===== src/rtl/urlud_pkg.sv =====
// shared types, codes and defaults for the unit reservation dispatch block
`default_nettype none
package urlud_pkg;

	localparam int DEF_MAX_UNITS   = 64;
	localparam int DEF_MAX_CLIENTS = 16;
	localparam int DEF_USAGE_BITS  = 32;
	localparam int REF_BITS        = 5;
	localparam logic [REF_BITS-1:0] REF_MAX = '1;

	typedef enum logic [1:0] {
		REQ_RESERVE  = 2'd0,
		REQ_RELEASE  = 2'd1,
		REQ_OPEN     = 2'd2,
		REQ_DISPATCH = 2'd3
	} req_kind_t;

	typedef enum logic [2:0] {
		ST_OK      = 3'd0,
		ST_NO_UNIT = 3'd1,
		ST_ADDED   = 3'd2,
		ST_EXCL    = 3'd3,
		ST_SHARED  = 3'd4,
		ST_NOT_RES = 3'd5,
		ST_WIDE    = 3'd6,
		ST_NONE    = 3'd7
	} status_t;

	typedef enum logic {
		FSM_IDLE,
		FSM_SCAN
	} fsm_t;

	typedef struct packed {
		logic [1:0]  req_type;
		logic [3:0]  client_id;
		logic [5:0]  unit_index;
		logic        exclusive;
		logic [63:0] unit_mask;
	} req_t;

	typedef struct packed {
		logic [2:0] status;
		logic [5:0] chosen_unit;
	} result_t;

	// per-unit update command broadcast to the cell row
	typedef struct packed {
		logic       rsv;
		logic       rsv_excl;
		logic       rel;
		logic       use_inc;
		logic [5:0] idx;
	} unit_cmd_t;

endpackage
`default_nettype wire


===== src/rtl/urlud_cell.sv =====
// one unit cell: reservation state, usage counter and one step of the min scan
`default_nettype none
module urlud_cell #(
	parameter int INDEX      = 0,
	parameter int UW         = 6,
	parameter int USAGE_BITS = urlud_pkg::DEF_USAGE_BITS
) (
	input  wire                            clk,
	input  wire                            arst_n,
	input  urlud_pkg::unit_cmd_t           cmd,
	input  wire                            cand,
	input  wire                            mbit,
	input  wire                            tok_in,
	input  wire                            fnd_in,
	input  wire [USAGE_BITS-1:0]           use_in,
	input  wire [UW-1:0]                   idx_in,
	input  wire [6:0]                      cnt_in,
	output logic                           tok_out,
	output logic                           fnd_out,
	output logic [USAGE_BITS-1:0]          use_out,
	output logic [UW-1:0]                  idx_out,
	output logic [6:0]                     cnt_out,
	output logic [urlud_pkg::REF_BITS-1:0] refcnt,
	output logic                           excl
);
	import urlud_pkg::*;

	logic [REF_BITS-1:0]   ref_q;
	logic                  excl_q;
	logic [USAGE_BITS-1:0] use_q;
	logic                  hit;
	logic                  take;

	assign hit  = (cmd.idx == 6'(INDEX));
	assign take = cand && (!fnd_in || (use_q < use_in));

	always_ff @(posedge clk or negedge arst_n) begin
		if (!arst_n) begin
			ref_q  <= '0;
			excl_q <= 1'b0;
			use_q  <= '0;
		end else if (hit) begin
			if (cmd.rsv) begin
				if (cmd.rsv_excl) begin
					excl_q <= 1'b1;
				end else if (ref_q != REF_MAX) begin
					ref_q <= ref_q + 1'b1;
				end
			end
			if (cmd.rel) begin
				if (excl_q) begin
					excl_q <= 1'b0;
					ref_q  <= '0;
				end else if (ref_q != '0) begin
					ref_q <= ref_q - 1'b1;
				end
			end
			if (cmd.use_inc && !(&use_q)) begin
				use_q <= use_q + 1'b1;
			end
		end
	end

	// scan carry moves one cell per cycle
	always_ff @(posedge clk or negedge arst_n) begin
		if (!arst_n) begin
			tok_out <= 1'b0;
		end else begin
			tok_out <= tok_in;
		end
	end

	always_ff @(posedge clk) begin
		cnt_out <= cnt_in + 7'(mbit);
		if (take) begin
			fnd_out <= 1'b1;
			use_out <= use_q;
			idx_out <= UW'(INDEX);
		end else begin
			fnd_out <= fnd_in;
			use_out <= use_in;
			idx_out <= idx_in;
		end
	end

	assign refcnt = ref_q;
	assign excl   = excl_q;

endmodule
`default_nettype wire


===== config.mk =====
export PLATFORM = sky130hd
export DESIGN_NAME = urlud_cell
export DESIGN_NICKNAME = d
export VERILOG_FILES = /design/src/rtl/urlud_pkg.sv /design/src/rtl/urlud_cell.sv
export SDC_FILE = /design/constraint.sdc
export NUM_CORES = 1
export LEC_CHECK = 0
export BUFFER_PORTS_ARGS = -buffer_cell sky130_fd_sc_hd__buf_2
export CAP_MARGIN = 5
export CORE_ASPECT_RATIO = 1.1
export CORE_MARGIN = 3
export CORE_UTILIZATION = 30
export CTS_CLUSTER_SIZE = 30
export DETAILED_ROUTE_END_ITERATION = 16
export GPL_TIMING_DRIVEN = 1
export PLACE_DENSITY = 0.5
export REMOVE_ABC_BUFFERS = 1
export SLEW_MARGIN = 15
export SYNTH_ARGS = -nofsm -noshare
export SYNTH_HDL_FRONTEND = slang
export SYNTH_SLANG_ARGS = --single-unit

===== constraint.sdc =====
create_clock -name clk -period 5.6 [get_ports clk]
set_clock_uncertainty 0.1 [all_clocks]
set_input_delay 0.56 -clock clk [delete_from_list [all_inputs] [get_ports clk]]
set_output_delay 0.56 -clock clk [all_outputs]
set_load 0.03 [all_outputs]

Yosys cells after proc, flatten, opt, wreduce, memory -nomap -nowiden
Index checks and enable logic that the tools add are counted.

storage, ports and cells
  word-level logic and storage cells = 34
  output and inout bits = 53
  register bits after elaboration = 85

cells by class
  $add $sub $neg = 4
  equality and inequality tests = 1
  reductions and logical operators = 9
  $lt $le $gt $ge = 1
  muxes and demuxes = 11

operator list
  operator                 number
  $add A32 B1 Y32 const B  1
  $lt A32 B32 Y1           1
  $mux W32                 1
  $reduce_and A32 Y1       1
  $mux W5                  6
  $add A7 B1 Y7            1
  $logic_not A6 Y1         1
  $add A5 B1 Y5 const B    1
  $ne A5 B5 Y1 const B     1
  $reduce_bool A5 Y1       1
  $sub A5 B1 Y5 const B    1
  $mux W1                  4
  $logic_and A1 B1 Y1      2
  $logic_not A1 Y1         2
  $reduce_and A2 Y1        1
  $logic_or A1 B1 Y1       1

Depth between registers and ports, before layout
  word-level depth = 7
  gate-level depth with buffers = 10
  gate-level depth less buffers = 8

Worst setup path before layout
OpenSTA, ideal clock, no wires.

  path kind = input to register
  start point = in use_in[2]
  end point = reg use_out[18]
  library setup time = 0.121 ns
  required time = 5.379 ns
  data arrival time = 2.391 ns
  cell stages on the path = 10
  path slack = 2.988 ns
  buffers on the path = 2
  cells stage by stage = inv_1 ha_1 a211oi_1 o21ai_1 a211oi_1 o21ai_0 a311oi_2 buf_6 buf_12 mux2_4

on the way
  cells in the longest elaborated chain, start to end = 4

ends and longest elaborated chain
  element                 line              RTL
  start: declaration      urlud_cell.sv:15  input wire [USAGE_BITS-1:0] use_in,
  $lt A32 B32 Y1          urlud_cell.sv:35  assign take = cand && (!fnd_in || (use_q < use_in));
  $logic_or A1 B1 Y1      urlud_cell.sv:35
  $logic_and A1 B1 Y1     urlud_cell.sv:35
  $mux W32                urlud_cell.sv:75  if (take) begin
  end signal: assignment  urlud_cell.sv:77  use_out <= use_q;
  end signal: assignment  urlud_cell.sv:81  use_out <= use_in;
  end: declaration        urlud_cell.sv:20  output logic [USAGE_BITS-1:0] use_out,

No other way between the ends.
A chain may end at the register's enable or synchronous reset.

Final worst setup path
  start point = reg use_q[9]
  end point = reg use_out[31]

on the way
  cells in the longest elaborated chain, start to end = 4

ends and longest elaborated chain
  element                   line              RTL
  start: declaration        urlud_cell.sv:30  logic [USAGE_BITS-1:0] use_q;
  start signal: assignment  urlud_cell.sv:59  use_q <= use_q + 1'b1;
  $lt A32 B32 Y1            urlud_cell.sv:35
  $logic_or A1 B1 Y1        urlud_cell.sv:35
  $logic_and A1 B1 Y1       urlud_cell.sv:35
  $mux W32                  urlud_cell.sv:75

No other way between the ends.

==> results.cfg <==
[sta]
maxSlewHeadroom = 0.361
final-max-slew-violation-count = 0
setup_viol = 0
fin_crit_sh = 0.612
hold_viol_final = 0
setup_tns_ps = 0
setup_ws_ps = 2170
rsz0062_at_grt = false
max_freq_ghz = 0.292
tightest_slew_ps = 958
final.min_clock_period_ps = 3430

[global_routing]
grt_max_degree = 40
grt_pass1_vias = 3342
track_usage = 0.131
grt_overflow = 0
grt_pass1_wl_mm = 16.5
antenna_found_initial = 0

[clock_tree]
cts_root_buf = clkbuf_16
h-tree-depth = 3
clockBufferDepth = 2
clk_pin_slew_ps = 60
postCtsHoldBufs = 0
cts_buffers = 9
cts_setup_buffers = 0
insertion_delay_ps = 340
postCtsResizedCells = 0
cts_tree = built
clkSinkCount = 85

[place]
dp_hpwl_mm = 7.62
pre_cts_ws_ps = 1850
port_buffers = 113
gp_congestion = 0.798
placed_area_um2 = 5050

[cells_and_area]
nets = 637
final_area_um2 = 5330
layout-drive-gt1-share = 0.299
fin_util = 0.383
synthToLayoutAreaGrowth_pct = 24.4
diodes = 0

[power_and_ir_drop]
power.total_mw = 1.42
peakVddDrop_mv = 0.131
p_per_area_nw_per_um2 = 266
p_leak_nw = 2.75

[routing]
dr.first_iter.drc_count = 91
ant_nets = 0
via_per_inst = 4.57
vias = 3350
drc = 0
wirelength_mm = 9.93
dr.pass1.iters = 4
wl_per_cell_um = 13.5

[logic_synthesis]
avgSynthCellArea_um2 = 10.2
ys_seq_elements = 85
synth-main-ff-cell = dfxtp_1
synth-edff-count = 0
yosys.cell_types.count = 42
synth_top_area_share = 0.228
synth_most_common_cell = dfxtp_1
syn_inst = 422
synth_top_area_cell = dfrtp_1
syn_area_um2 = 4290
synthTopCellsByCount = dfxtp_1 (46), dfrtp_1 (39), inv_1 (39), nand2_1 (39), ha_1 (36)
synthTopCellsByArea = dfrtp_1 (23%), dfxtp_1 (21%), ha_1 (11%)
ys_warn_count = 0
synthArstFlopShare = 0.459
ys_seq_area_frac = 0.442

[floorplan]
dieArea_um2 = 15800
initial_core_util = 0.308
core_um2 = 13900
num_rows = 45
die_w_um = 120
num_io_pins = 114
die_h_um = 131

[job]
drv_cap = 0

[critical_path]
cpPeakStageDelay_ps = 780
crit_slowest_cell = a311oi_4
crit_chain = ha_1, a21oi_1, o21ai_0, a221oi_1, o21ai_0, a311oi_4, buf_4, mux2_2
r2r_setup_slack_ps = 2170
r2r_start = use_q[9]
arrival_ps = 3550
crit_type = flip-flop to flip-flop
cp-end-kind = flip-flop
required_ps = 5730
reg2reg_depth = 8
crit_top_cell = o21ai_0
cp-start-kind = flip-flop
cp_max_fo = 26
r2r_end = use_out[31]

[worst_hold_path]
hold_depth = 1
min_from = tok_in
hold_end = tok_out
hold_class = primary input to flip-flop

[run_status]
outcome = completed
worst max-delay path: cells and delay by family, from the launching register on:
kind                       cells  cell delay [ps]
AOI/OAI and AO/OA              5             1570
muxes                          1              380
DFF                            1              440
buffers and inverters          1              500
adders and majority gates      1              310
area by class of cell:
| type | instances | area [µm²] |
|---|---|---|
| multi-input cells | 291 | 2200 |
| flip-flops and latches | 85 | 1900 |
| fillers | 1422 | 8580 |
| clock buffers | 15 | 278 |
| repair buffers | 114 | 573 |
| inverters | 39 | 146 |
| well taps | 188 | 235 |
| clock inverters | 1 | 5.00 |
report_power, final:
group / switching (mW) / leakage, nW / internal, mW
Combinational: 0.116 / 1.71 / 0.0720
Sequential: 0.0190 / 0.908 / 0.637
Clock: 0.239 / 0.140 / 0.337
Total: 0.373 / 2.75 / 1.05
metal layers:
metal	wire length [µm]	global-route usage	vias to the layer above
met5	0	0	-
met4	184	0.0547	0
met3	655	0.0387	13
met2	4640	0.215	97
met1	4440	0.161	1542
li1	-	-	1698
registers in the layout, indices dropped and copies added (netlist names):
name / count
fnd_out: 1
tok_out: 1
use_q: 32
excl: 1
idx_out: 6
cnt_out: 7
use_out: 32
refcnt: 5
cells in the final DEF (no fill, tap or decap), types with 15 or more instances in the layout:
cell type    n
nor2_1      26
mux2_2      20
xor2_1      18
buf_2      113
o21ai_0     15
nand2_1     39
nand3_1     22
dfrtp_1     39
inv_1       39
ha_1        36
xnor2_1     19
dfxtp_1     46
worst max-delay path by stage:
| stage | cells after the start | startpoint | endpoint |
|---|---|---|---|
| after floorplan | 8 | use_in[2] | use_out[0] |
| after global placement | 10 | use_in[11] | use_out[31] |
| after detailed placement | 10 | use_in[9] | use_out[17] |
| after CTS | 8 | use_q[9] | use_out[31] |
| after global routing | 8 | use_q[11] | use_out[17] |
| final | 8 | use_q[9] | use_out[31] |
through the flow:
step	hold slack [ps]	cells
after floorplan	164	415
after global placement	403	717
after detailed placement	419	717
after CTS	212	733
after global routing	223	733
final	230	733
cells by family after synthesis:
group,after synthesis,synth area share
mux,34,0.0969
simple gates,137,0.163
xor+xnor,37,0.0756
fa+ha+maj,36,0.105
flops,85,0.442
compound gates,47,0.0698
buf+inv,46,0.0476
Note: power is estimated with default switching activity, not from simulation.
